### config.mk
export PLATFORM = sky130hd
export DESIGN_NAME = deadline_timer_table_core_flat
export DESIGN_NICKNAME = d
export VERILOG_FILES = /design/src/sv/dtt_pkg.sv /design/src/sv/dtt_if.sv /design/src/sv/dtt_store.sv /design/src/sv/deadline_timer_table_core.sv /design/src/flat_wrapper.sv
export SDC_FILE = /design/constraint.sdc
export NUM_CORES = 2
export LEC_CHECK = 0
export CAP_MARGIN = 20
export CORE_UTILIZATION = 50
export DETAILED_ROUTE_END_ITERATION = 12
export DONT_BUFFER_PORTS = 1
export MAX_ROUTING_LAYER = met4
export SLEW_MARGIN = 20
export SYNTH_ARGS = -nofsm -noshare
export SYNTH_HDL_FRONTEND = slang
export SYNTH_SLANG_ARGS = --single-unit
### constraint.sdc
create_clock -name clk -period 15.05 [get_ports clk]
set_input_delay 0.7525 -clock clk [delete_from_list [all_inputs] [get_ports clk]]
set_output_delay 0.7525 -clock clk [all_outputs]
set_load 0.03 [all_outputs]
### src/sv/dtt_pkg.sv
// ---------------------------------------------------------------------------
// dtt_pkg
// shared types, constants and helpers of the deadline timer table
// ---------------------------------------------------------------------------
package dtt_pkg;

    localparam int unsigned TimerSlots = 16;
    localparam int unsigned SlotW      = 4;
    localparam int unsigned TimeW      = 48;
    localparam int unsigned PeriodW    = 32;
    localparam int unsigned CntW       = SlotW + 1;

    localparam logic [PeriodW-1:0] RolloverDefault = 32'd3600000;
    localparam logic [TimeW-1:0]   TimeMax         = {TimeW{1'b1}};

    typedef logic [SlotW-1:0]   slot_t;
    typedef logic [TimeW-1:0]   time_t;
    typedef logic [PeriodW-1:0] period_t;
    typedef logic [TimerSlots-1:0] slot_mask_t;

    typedef enum logic [2:0] {
        CMD_ADD     = 3'd0,
        CMD_CANCEL  = 3'd1,
        CMD_REFRESH = 3'd2,
        CMD_RESET   = 3'd3,
        CMD_COLLECT = 3'd4,
        CMD_QUERY   = 3'd5
    } command_t;

    typedef enum logic [1:0] {
        ST_OK       = 2'd0,
        ST_INACTIVE = 2'd1,
        ST_FULL     = 2'd2
    } status_t;

    typedef enum logic [2:0] {
        S_IDLE,
        S_DECODE,
        S_NOTICE,
        S_DUE,
        S_MIN,
        S_OUT
    } state_t;

    typedef struct packed {
        logic [2:0] command;
        slot_t      slot;
        period_t    interval_ms;
        logic       recurring;
        logic       restart_now;
        time_t      now_ms;
    } item_t;

    typedef struct packed {
        logic [1:0] status;
        slot_t      result_slot;
        logic       fired;
        time_t      wait_ms;
        logic       front_notice;
        logic       last;
    } result_t;

    typedef struct packed {
        logic    dl_en;
        logic    per_en;
        slot_t   addr;
        time_t   deadline;
        period_t period;
    } store_wr_t;

    function automatic time_t sat_add(input time_t a, input period_t b);
        logic [TimeW:0] s;
        s = {1'b0, a} + {{(TimeW + 1 - PeriodW){1'b0}}, b};
        return s[TimeW] ? TimeMax : s[TimeW-1:0];
    endfunction

endpackage

### src/sv/dtt_if.sv
// ---------------------------------------------------------------------------
// dtt_cmd_if / dtt_res_if
// valid/ready channels for commands and results
// ---------------------------------------------------------------------------
interface dtt_cmd_if;
    import dtt_pkg::*;
    logic  valid;
    logic  ready;
    item_t data;
    modport source (output valid, output data, input ready);
    modport sink (input valid, input data, output ready);
endinterface

interface dtt_res_if;
    import dtt_pkg::*;
    logic    valid;
    logic    ready;
    result_t data;
    modport source (output valid, output data, input ready);
    modport sink (input valid, input data, output ready);
endinterface

### src/sv/dtt_store.sv
// ---------------------------------------------------------------------------
// dtt_store
// deadline and period memories, one write and one registered read per cycle
// ---------------------------------------------------------------------------
module dtt_store (
    input  logic                clk,
    input  dtt_pkg::slot_t      rd_addr,
    output dtt_pkg::time_t      rd_deadline,
    output dtt_pkg::period_t    rd_period,
    input  dtt_pkg::store_wr_t  wr
);
    import dtt_pkg::*;

    time_t   deadline_mem [TimerSlots];
    period_t period_mem   [TimerSlots];
    time_t   rd_deadline_reg;
    period_t rd_period_reg;

    always_ff @(posedge clk)
    begin
        if (wr.dl_en)
        begin
            deadline_mem[wr.addr] <= wr.deadline;
        end
        if (wr.per_en)
        begin
            period_mem[wr.addr] <= wr.period;
        end
        rd_deadline_reg <= deadline_mem[rd_addr];
        rd_period_reg   <= period_mem[rd_addr];
    end

    assign rd_deadline = rd_deadline_reg;
    assign rd_period   = rd_period_reg;

endmodule

### src/sv/deadline_timer_table_core.sv
// ---------------------------------------------------------------------------
// deadline_timer_table_core
// sixteen timer slots with deadlines in memory, ordered expiry by scanning
// ---------------------------------------------------------------------------
// channel   dir  payload
// cmd_in    in   command, slot, interval_ms, recurring, restart_now, now_ms
// res_out   out  status, result_slot, fired, wait_ms, front_notice, last
// cfg_we    in   rollover_window_ms write (cfg_wdata)
//
// cancel, refresh, simple reset and table-full add go straight from decode to output
// add and reset with a notice check, and query on a non-empty table, make one
// pass over the deadline memory; collect on a non-empty table makes one pass plus one
// more pass per expired slot emitted
// a held result output stalls the sequencer; the next transfer is taken
// once the previous item is fully emitted
// ---------------------------------------------------------------------------
module deadline_timer_table_core (
    input  logic              clk,
    input  logic              rst_n,
    dtt_cmd_if.sink           cmd_in,
    dtt_res_if.source         res_out,
    input  logic              cfg_we,
    input  dtt_pkg::period_t  cfg_wdata
);
    import dtt_pkg::*;

    state_t     state_reg, state_next;
    item_t      item_reg, item_next;
    slot_mask_t active_reg, active_next;
    slot_mask_t repeats_reg, repeats_next;
    time_t      prev_now_reg, prev_now_next;
    logic       notified_reg, notified_next;
    period_t    window_reg;
    logic       out_v_reg, out_v_next;
    result_t    out_reg, out_next;

    logic [CntW-1:0] cnt_reg, cnt_next;
    slot_mask_t mask_reg, mask_next;
    logic       fail_reg, fail_next;
    logic       bfound_reg, bfound_next;
    time_t      bdl_reg, bdl_next;
    slot_t      bidx_reg, bidx_next;
    period_t    bper_reg, bper_next;
    time_t      nd_reg, nd_next;
    slot_t      tgt_reg, tgt_next;
    logic       roll_reg, roll_next;
    result_t    res_reg, res_next;
    logic       more_reg, more_next;

    slot_t      rd_addr;
    time_t      rd_dl;
    period_t    rd_per;
    store_wr_t  wr;

    logic       ev, done, upd, f_fail, f_found, accept;
    slot_t      eidx, free_idx;
    logic       free_any;
    time_t      f_dl, start;
    period_t    f_per;
    slot_t      f_idx;
    slot_mask_t f_mask;

    dtt_store u_store (
        .clk         (clk),
        .rd_addr     (rd_addr),
        .rd_deadline (rd_dl),
        .rd_period   (rd_per),
        .wr          (wr)
    );

    assign cmd_in.ready  = (state_reg == S_IDLE);
    assign accept        = cmd_in.valid && cmd_in.ready;
    assign res_out.valid = out_v_reg;
    assign res_out.data  = out_reg;

    assign ev   = (cnt_reg != '0);
    assign done = (cnt_reg == CntW'(TimerSlots));
    assign eidx = cnt_reg[SlotW-1:0] - slot_t'(1);

    always_comb
    begin
        free_any = 1'b0;
        free_idx = '0;
        for (int i = TimerSlots - 1; i >= 0; i--)
        begin
            if (!active_reg[i])
            begin
                free_any = 1'b1;
                free_idx = slot_t'(i);
            end
        end
    end

    always_comb
    begin
        if (state_reg == S_IDLE)
        begin
            rd_addr = cmd_in.data.slot;
        end
        else
        begin
            rd_addr = cnt_reg[SlotW-1:0];
        end
    end

    always_comb
    begin
        state_next    = state_reg;
        item_next     = item_reg;
        active_next   = active_reg;
        repeats_next  = repeats_reg;
        prev_now_next = prev_now_reg;
        notified_next = notified_reg;
        out_v_next    = out_v_reg;
        out_next      = out_reg;
        cnt_next      = cnt_reg;
        mask_next     = mask_reg;
        fail_next     = fail_reg;
        bfound_next   = bfound_reg;
        bdl_next      = bdl_reg;
        bidx_next     = bidx_reg;
        bper_next     = bper_reg;
        nd_next       = nd_reg;
        tgt_next      = tgt_reg;
        roll_next     = roll_reg;
        res_next      = res_reg;
        more_next     = more_reg;
        wr            = '0;
        start         = '0;

        f_fail  = fail_reg;
        upd     = 1'b0;
        f_found = bfound_reg;
        f_dl    = bdl_reg;
        f_idx   = bidx_reg;
        f_per   = bper_reg;
        f_mask  = mask_reg;

        if (res_out.ready)
        begin
            out_v_next = 1'b0;
        end

        case (state_reg)
            S_IDLE:
            begin
                if (accept)
                begin
                    item_next  = cmd_in.data;
                    state_next = S_DECODE;
                end
            end

            S_DECODE:
            begin
                res_next   = '0;
                res_next.result_slot = item_reg.slot;
                res_next.last        = 1'b1;
                more_next  = 1'b0;
                state_next = S_OUT;
                cnt_next   = '0;
                fail_next  = 1'b0;
                bfound_next = 1'b0;
                case (item_reg.command)
                    CMD_ADD:
                    begin
                        if (free_any)
                        begin
                            nd_next = sat_add(item_reg.now_ms, item_reg.interval_ms);
                            tgt_next = free_idx;
                            wr.dl_en    = 1'b1;
                            wr.per_en   = 1'b1;
                            wr.addr     = free_idx;
                            wr.deadline = nd_next;
                            wr.period   = item_reg.interval_ms;
                            active_next[free_idx]  = 1'b1;
                            repeats_next[free_idx] = item_reg.recurring;
                            res_next.result_slot   = free_idx;
                            if (!notified_reg)
                            begin
                                state_next = S_NOTICE;
                            end
                        end
                        else
                        begin
                            res_next.status      = ST_FULL;
                            res_next.result_slot = '0;
                        end
                    end
                    CMD_CANCEL:
                    begin
                        if (active_reg[item_reg.slot])
                        begin
                            active_next[item_reg.slot] = 1'b0;
                        end
                        else
                        begin
                            res_next.status = ST_INACTIVE;
                        end
                    end
                    CMD_REFRESH:
                    begin
                        if (active_reg[item_reg.slot])
                        begin
                            wr.dl_en    = 1'b1;
                            wr.addr     = item_reg.slot;
                            wr.deadline = sat_add(item_reg.now_ms, rd_per);
                        end
                        else
                        begin
                            res_next.status = ST_INACTIVE;
                        end
                    end
                    CMD_RESET:
                    begin
                        if (item_reg.interval_ms == rd_per && !item_reg.restart_now)
                        begin
                            res_next.status = ST_OK;
                        end
                        else if (!active_reg[item_reg.slot])
                        begin
                            res_next.status = ST_INACTIVE;
                        end
                        else
                        begin
                            if (item_reg.restart_now)
                            begin
                                start = item_reg.now_ms;
                            end
                            else if (rd_dl >= {{(TimeW - PeriodW){1'b0}}, rd_per})
                            begin
                                start = rd_dl - {{(TimeW - PeriodW){1'b0}}, rd_per};
                            end
                            nd_next     = sat_add(start, item_reg.interval_ms);
                            tgt_next    = item_reg.slot;
                            wr.dl_en    = 1'b1;
                            wr.per_en   = 1'b1;
                            wr.addr     = item_reg.slot;
                            wr.deadline = nd_next;
                            wr.period   = item_reg.interval_ms;
                            if (!notified_reg)
                            begin
                                state_next = S_NOTICE;
                            end
                        end
                    end
                    CMD_COLLECT:
                    begin
                        res_next.result_slot = '0;
                        if (active_reg == '0)
                        begin
                            res_next.status = ST_INACTIVE;
                        end
                        else
                        begin
                            roll_next = (item_reg.now_ms < prev_now_reg) &&
                                ((prev_now_reg - item_reg.now_ms) >
                                 {{(TimeW - PeriodW){1'b0}}, window_reg});
                            prev_now_next = item_reg.now_ms;
                            mask_next     = '0;
                            state_next    = S_DUE;
                        end
                    end
                    CMD_QUERY:
                    begin
                        res_next.result_slot = '0;
                        notified_next = 1'b0;
                        if (active_reg == '0)
                        begin
                            res_next.wait_ms = TimeMax;
                        end
                        else
                        begin
                            mask_next  = active_reg;
                            state_next = S_MIN;
                        end
                    end
                    default:
                    begin
                        res_next.status      = ST_INACTIVE;
                        res_next.result_slot = '0;
                    end
                endcase
            end

            S_NOTICE:
            begin
                if (ev && eidx != tgt_reg && active_reg[eidx] &&
                    !(nd_reg < rd_dl || (nd_reg == rd_dl && tgt_reg < eidx)))
                begin
                    f_fail = 1'b1;
                end
                fail_next = f_fail;
                cnt_next  = cnt_reg + CntW'(1);
                if (done)
                begin
                    res_next.front_notice = !f_fail;
                    if (!f_fail)
                    begin
                        notified_next = 1'b1;
                    end
                    state_next = S_OUT;
                end
            end

            S_DUE:
            begin
                if (ev && active_reg[eidx] && (roll_reg || rd_dl <= item_reg.now_ms))
                begin
                    f_mask[eidx] = 1'b1;
                end
                mask_next = f_mask;
                cnt_next  = cnt_reg + CntW'(1);
                if (done)
                begin
                    cnt_next    = '0;
                    bfound_next = 1'b0;
                    if (f_mask == '0)
                    begin
                        res_next.status = ST_INACTIVE;
                        state_next = S_OUT;
                    end
                    else
                    begin
                        state_next = S_MIN;
                    end
                end
            end

            S_MIN:
            begin
                upd = ev && mask_reg[eidx] && (!bfound_reg || rd_dl < bdl_reg);
                if (upd)
                begin
                    f_found = 1'b1;
                    f_dl    = rd_dl;
                    f_idx   = eidx;
                    f_per   = rd_per;
                end
                bfound_next = f_found;
                bdl_next    = f_dl;
                bidx_next   = f_idx;
                bper_next   = f_per;
                cnt_next    = cnt_reg + CntW'(1);
                if (done)
                begin
                    state_next = S_OUT;
                    if (item_reg.command == CMD_QUERY)
                    begin
                        if (item_reg.now_ms < f_dl)
                        begin
                            res_next.wait_ms = f_dl - item_reg.now_ms;
                        end
                    end
                    else
                    begin
                        f_mask[f_idx] = 1'b0;
                        mask_next = f_mask;
                        if (repeats_reg[f_idx])
                        begin
                            wr.dl_en    = 1'b1;
                            wr.addr     = f_idx;
                            wr.deadline = sat_add(item_reg.now_ms, f_per);
                        end
                        else
                        begin
                            active_next[f_idx] = 1'b0;
                        end
                        res_next.status      = ST_OK;
                        res_next.result_slot = f_idx;
                        res_next.fired       = 1'b1;
                        res_next.last        = (f_mask == '0);
                        more_next            = (f_mask != '0);
                    end
                end
            end

            S_OUT:
            begin
                if (!out_v_reg || res_out.ready)
                begin
                    out_v_next = 1'b1;
                    out_next   = res_reg;
                    if (more_reg)
                    begin
                        cnt_next    = '0;
                        bfound_next = 1'b0;
                        state_next  = S_MIN;
                    end
                    else
                    begin
                        state_next = S_IDLE;
                    end
                end
            end

            default:
            begin
                state_next = S_IDLE;
            end
        endcase
    end

    always_ff @(posedge clk or negedge rst_n)
    begin
        if (!rst_n)
        begin
            state_reg    <= S_IDLE;
            active_reg   <= '0;
            repeats_reg  <= '0;
            prev_now_reg <= '0;
            notified_reg <= 1'b0;
            window_reg   <= RolloverDefault;
            out_v_reg    <= 1'b0;
        end
        else
        begin
            state_reg    <= state_next;
            active_reg   <= active_next;
            repeats_reg  <= repeats_next;
            prev_now_reg <= prev_now_next;
            notified_reg <= notified_next;
            out_v_reg    <= out_v_next;
            if (cfg_we)
            begin
                window_reg <= cfg_wdata;
            end
        end
    end

    always_ff @(posedge clk)
    begin
        item_reg   <= item_next;
        out_reg    <= out_next;
        cnt_reg    <= cnt_next;
        mask_reg   <= mask_next;
        fail_reg   <= fail_next;
        bfound_reg <= bfound_next;
        bdl_reg    <= bdl_next;
        bidx_reg   <= bidx_next;
        bper_reg   <= bper_next;
        nd_reg     <= nd_next;
        tgt_reg    <= tgt_next;
        roll_reg   <= roll_next;
        res_reg    <= res_next;
        more_reg   <= more_next;
    end

endmodule

### src/flat_wrapper.sv
// flat-port wrapper written by rule: the top's interface ports become plain ports
module deadline_timer_table_core_flat import dtt_pkg::*;
  (clk, rst_n, cfg_we, cfg_wdata, cmd_in_valid, cmd_in_data, cmd_in_ready, res_out_valid, res_out_data, res_out_ready);
  dtt_cmd_if cmd_in_i ();
  dtt_res_if res_out_i ();
  input  logic clk;
  input  logic rst_n;
  input  logic cfg_we;
  input  dtt_pkg::period_t cfg_wdata;
  input wire logic [$bits(cmd_in_i.valid)-1:0] cmd_in_valid;
  input wire logic [$bits(cmd_in_i.data)-1:0] cmd_in_data;
  output wire logic [$bits(cmd_in_i.ready)-1:0] cmd_in_ready;
  output wire logic [$bits(res_out_i.valid)-1:0] res_out_valid;
  output wire logic [$bits(res_out_i.data)-1:0] res_out_data;
  input wire logic [$bits(res_out_i.ready)-1:0] res_out_ready;
  assign cmd_in_i.valid = cmd_in_valid;
  assign cmd_in_i.data = cmd_in_data;
  assign cmd_in_ready = cmd_in_i.ready;
  assign res_out_valid = res_out_i.valid;
  assign res_out_data = res_out_i.data;
  assign res_out_i.ready = res_out_ready;
  deadline_timer_table_core u_core (.clk(clk), .rst_n(rst_n), .cmd_in(cmd_in_i), .res_out(res_out_i), .cfg_we(cfg_we), .cfg_wdata(cfg_wdata));
endmodule
==> metrics.yaml <==
cap_violations: 0
dieArea_sq_um: 188000
cts_setup_buffers: 0
fin_cells: 9988
post_cts_resize_count: 0
numCtsBuffers: 191
port-buffer-count: 0
syn2layout_area_growth_pct: 12.2
grt_pass1_vias: 61900
dp_cells: 9494
wl_um: 318000
power_density_nw_per_um2: 240
worst_slew_pin_slew_ns: 1.36
pin_count: 185
cp_top_family: "simple AND/OR/NAND/NOR gates"
die_h_um: 433
clk_path_buf_depth: 3
gp_congestion: 1.08
largest_reg_flops: 768
synth_area_per_cell_sq_um: 12.8
fmax_ghz: 0.110
post_dp_cell_area_sq_um: 96200
synth_seq_area_share: 0.580
clockRootBuffer: "clkbuf_16"
grt_pass1_wl_um: 451000
critical-path-slowest-cell: "or4_1"
cts_tree: "built"
die_w_um: 433
power.total_mw: 25.0
avgViaCountPerCell: 6.55
layout_common_cells: "edfxtp_1, nand2_1, o21ai_0, a21oi_1, ha_1"
finalMaxSlewViolations: 0
ctsHtreeMaxLevel: 4
grt_antenna_before_repair: 23
core-area_sq_um: 184000
syn_inst: 7231
crit_buf_inv: 4
synth.distinct_cells: 109
hold_viol_final: 0
initial_core_util: 0.505
fin_crit_sh: 0.602
setup_viol: 0
drive_above_1_share: 0.128
drc: 0
grt_max_degree: 122
mappedNetlistArea_sq_um: 92900
synthArstFlopShare: 0.0636
post-place-ws_ns: 5.83
place_hpwl_um: 220000
detail-route-antenna-nets: 0
cp-end-kind: "flip-flop"
clock_sinks: 1841
crit_arrival_ns: 9.55
grt_overflow: 0
wl_per_cell_um: 31.8
timing.max_slew.rel_slack: 0.0894
clk_latency_ns: 0.91
ctsHoldBuffers: 123
firstDrtPassIters: 6
num_rows: 157
worst_slack_ns: 5.99
cp.required_ns: 15.55
worstPathMaxFanout: 59
synth_top_flop_cell: "edfxtp_1"
fillerInstances: 15200
critical-path-max-stage-delay_ns: 0.86
leakage_nw: 35.7
vias: 65400
rsz0062_at_grt: "no"
status: "completed"
fin_skew_ns: 0.0774
finalNetCount: 7928
final_common_cell: "edfxtp_1"
gr-usage-all-layers: 0.348
syn-num-nets: 7804
start_kind: "flip-flop"
tns_ns: 0
crit_type: "reg -> reg"
hold_path_class: "in -> reg"
period_needed_ns: 9.06
r2r_slack_ns: 5.99
design_area_sq_um: 104000
synth-edff-count: 1644
synth-seq-cells: 1841
ys_warn_count: 0
drt_iter0_drc: 8687
vdd_drop_max_mv: 0.216
path_clk_slew_ns: 0.06
## Yosys cell counts, types with 50 or more instances
master / number / area, sq um
clkbuf_1: 275 / 1030
o22ai_1: 50 / 313
o21ai_0: 514 / 2570
a31oi_1: 154 / 963
nand3_1: 121 / 606
inv_1: 311 / 1170
nor2_1: 285 / 1070
dfrtp_1: 106 / 2650
nand2_1: 646 / 2420
nand2b_1: 53 / 332
and2_1: 127 / 795
mux4_2: 333 / 7500
ha_1: 440 / 5510
edfxtp_1: 1644 / 49400
nand4_1: 101 / 632
xor2_1: 118 / 1030
buf_1: 52 / 195
nor3_1: 131 / 656
o211ai_1: 53 / 398
a21o_1: 197 / 1480
xnor2_1: 165 / 1450
o21a_1: 64 / 480
a211oi_1: 126 / 946
dfxtp_1: 80 / 1600
a21oi_1: 445 / 2230
## through the flow
| step | utilization | hold WS [ns] |
|---|---|---|
| 3_3_place_gp | 0.522 | 0.404 |
| 3_5_place_dp | 0.523 | 0.405 |
| 2_1_floorplan | - | 0.400 |
| 4_1_cts | 0.566 | 0.00102 |
| 5_1_grt | 0.567 | 0.0195 |
| 6_report | 0.567 | 0.0523 |
## worst paths after layout
kind                                                  from                                      endpoint  cells after the start
setup / recovery           u_core.cnt_reg[0]$_SDFFCE_PP0P_  u_core.u_store.deadline_mem[7][37]$_DFFE_PP_                     25
hold / removal                                      cfg_we             u_core.window_reg[16]$_DFFE_PN0P_                      2
setup reg to reg           u_core.cnt_reg[0]$_SDFFCE_PP0P_  u_core.u_store.deadline_mem[7][37]$_DFFE_PP_                     25
hold reg to reg               u_core.res_reg[19]$_DFFE_PP_             u_core.res_out.data[19]$_DFFE_PP_                      0
max in group asynchronous                            rst_n             u_core.repeats_reg[8]$_DFFE_PN0P_                      2
min in group asynchronous                            rst_n             u_core.window_reg[23]$_DFFE_PN0P_                      2
## where the power goes
| group | internal, mW | switching [mW] |
|---|---|---|
| combinational | 4.33 | 8.64 |
| clock | 2.86 | 2.12 |
| sequential | 6.45 | 0.613 |
## final cells by class
cell class | count | area, sq um | area share
antenna | 8 | 20.0 | 0.000192
clock buffer | 236 | 5050 | 0.0485
clock inverter | 118 | 1600 | 0.0153
inverter | 315 | 1190 | 0.0114
multi-input combinational | 4719 | 36800 | 0.353
sequential | 1841 | 53900 | 0.517
tap | 2464 | 3080 | 0.0296
timing repair buffer | 287 | 2560 | 0.0246
## worst register-to-register path, delay by kind of cell, from the launching register on
kind	cells	cell delay, ns
AO/OA/AOI/OAI	8	2.34
XOR/XNOR	2	0.70
adder cells (fa/ha/maj)	2	0.86
buffers and inverters	4	1.49
flip-flops	1	0.32
AND/OR/NAND/NOR	9	2.96
## cell families (layout without fill, tap and decap cells)
logic type,Yosys count,after routing,synth area share
AO/OA/AOI/OAI,1904,1904,0.129
flip-flops,1841,1841,0.580
AND/OR/NAND/NOR,1696,1696,0.0881
buffers and inverters,671,956,0.0279
adder cells (fa/ha/maj),447,447,0.0608
multiplexers,387,387,0.0869
XOR/XNOR,285,285,0.0270
other,0,8,0
## routing by layer
layer	wire (um)	track usage
met1	136000	0.497
met5	0	-
met3	29800	0.0581
met2	139000	0.503
met4	13300	0.125
Note: power is estimated with default switching activity, not from simulation.
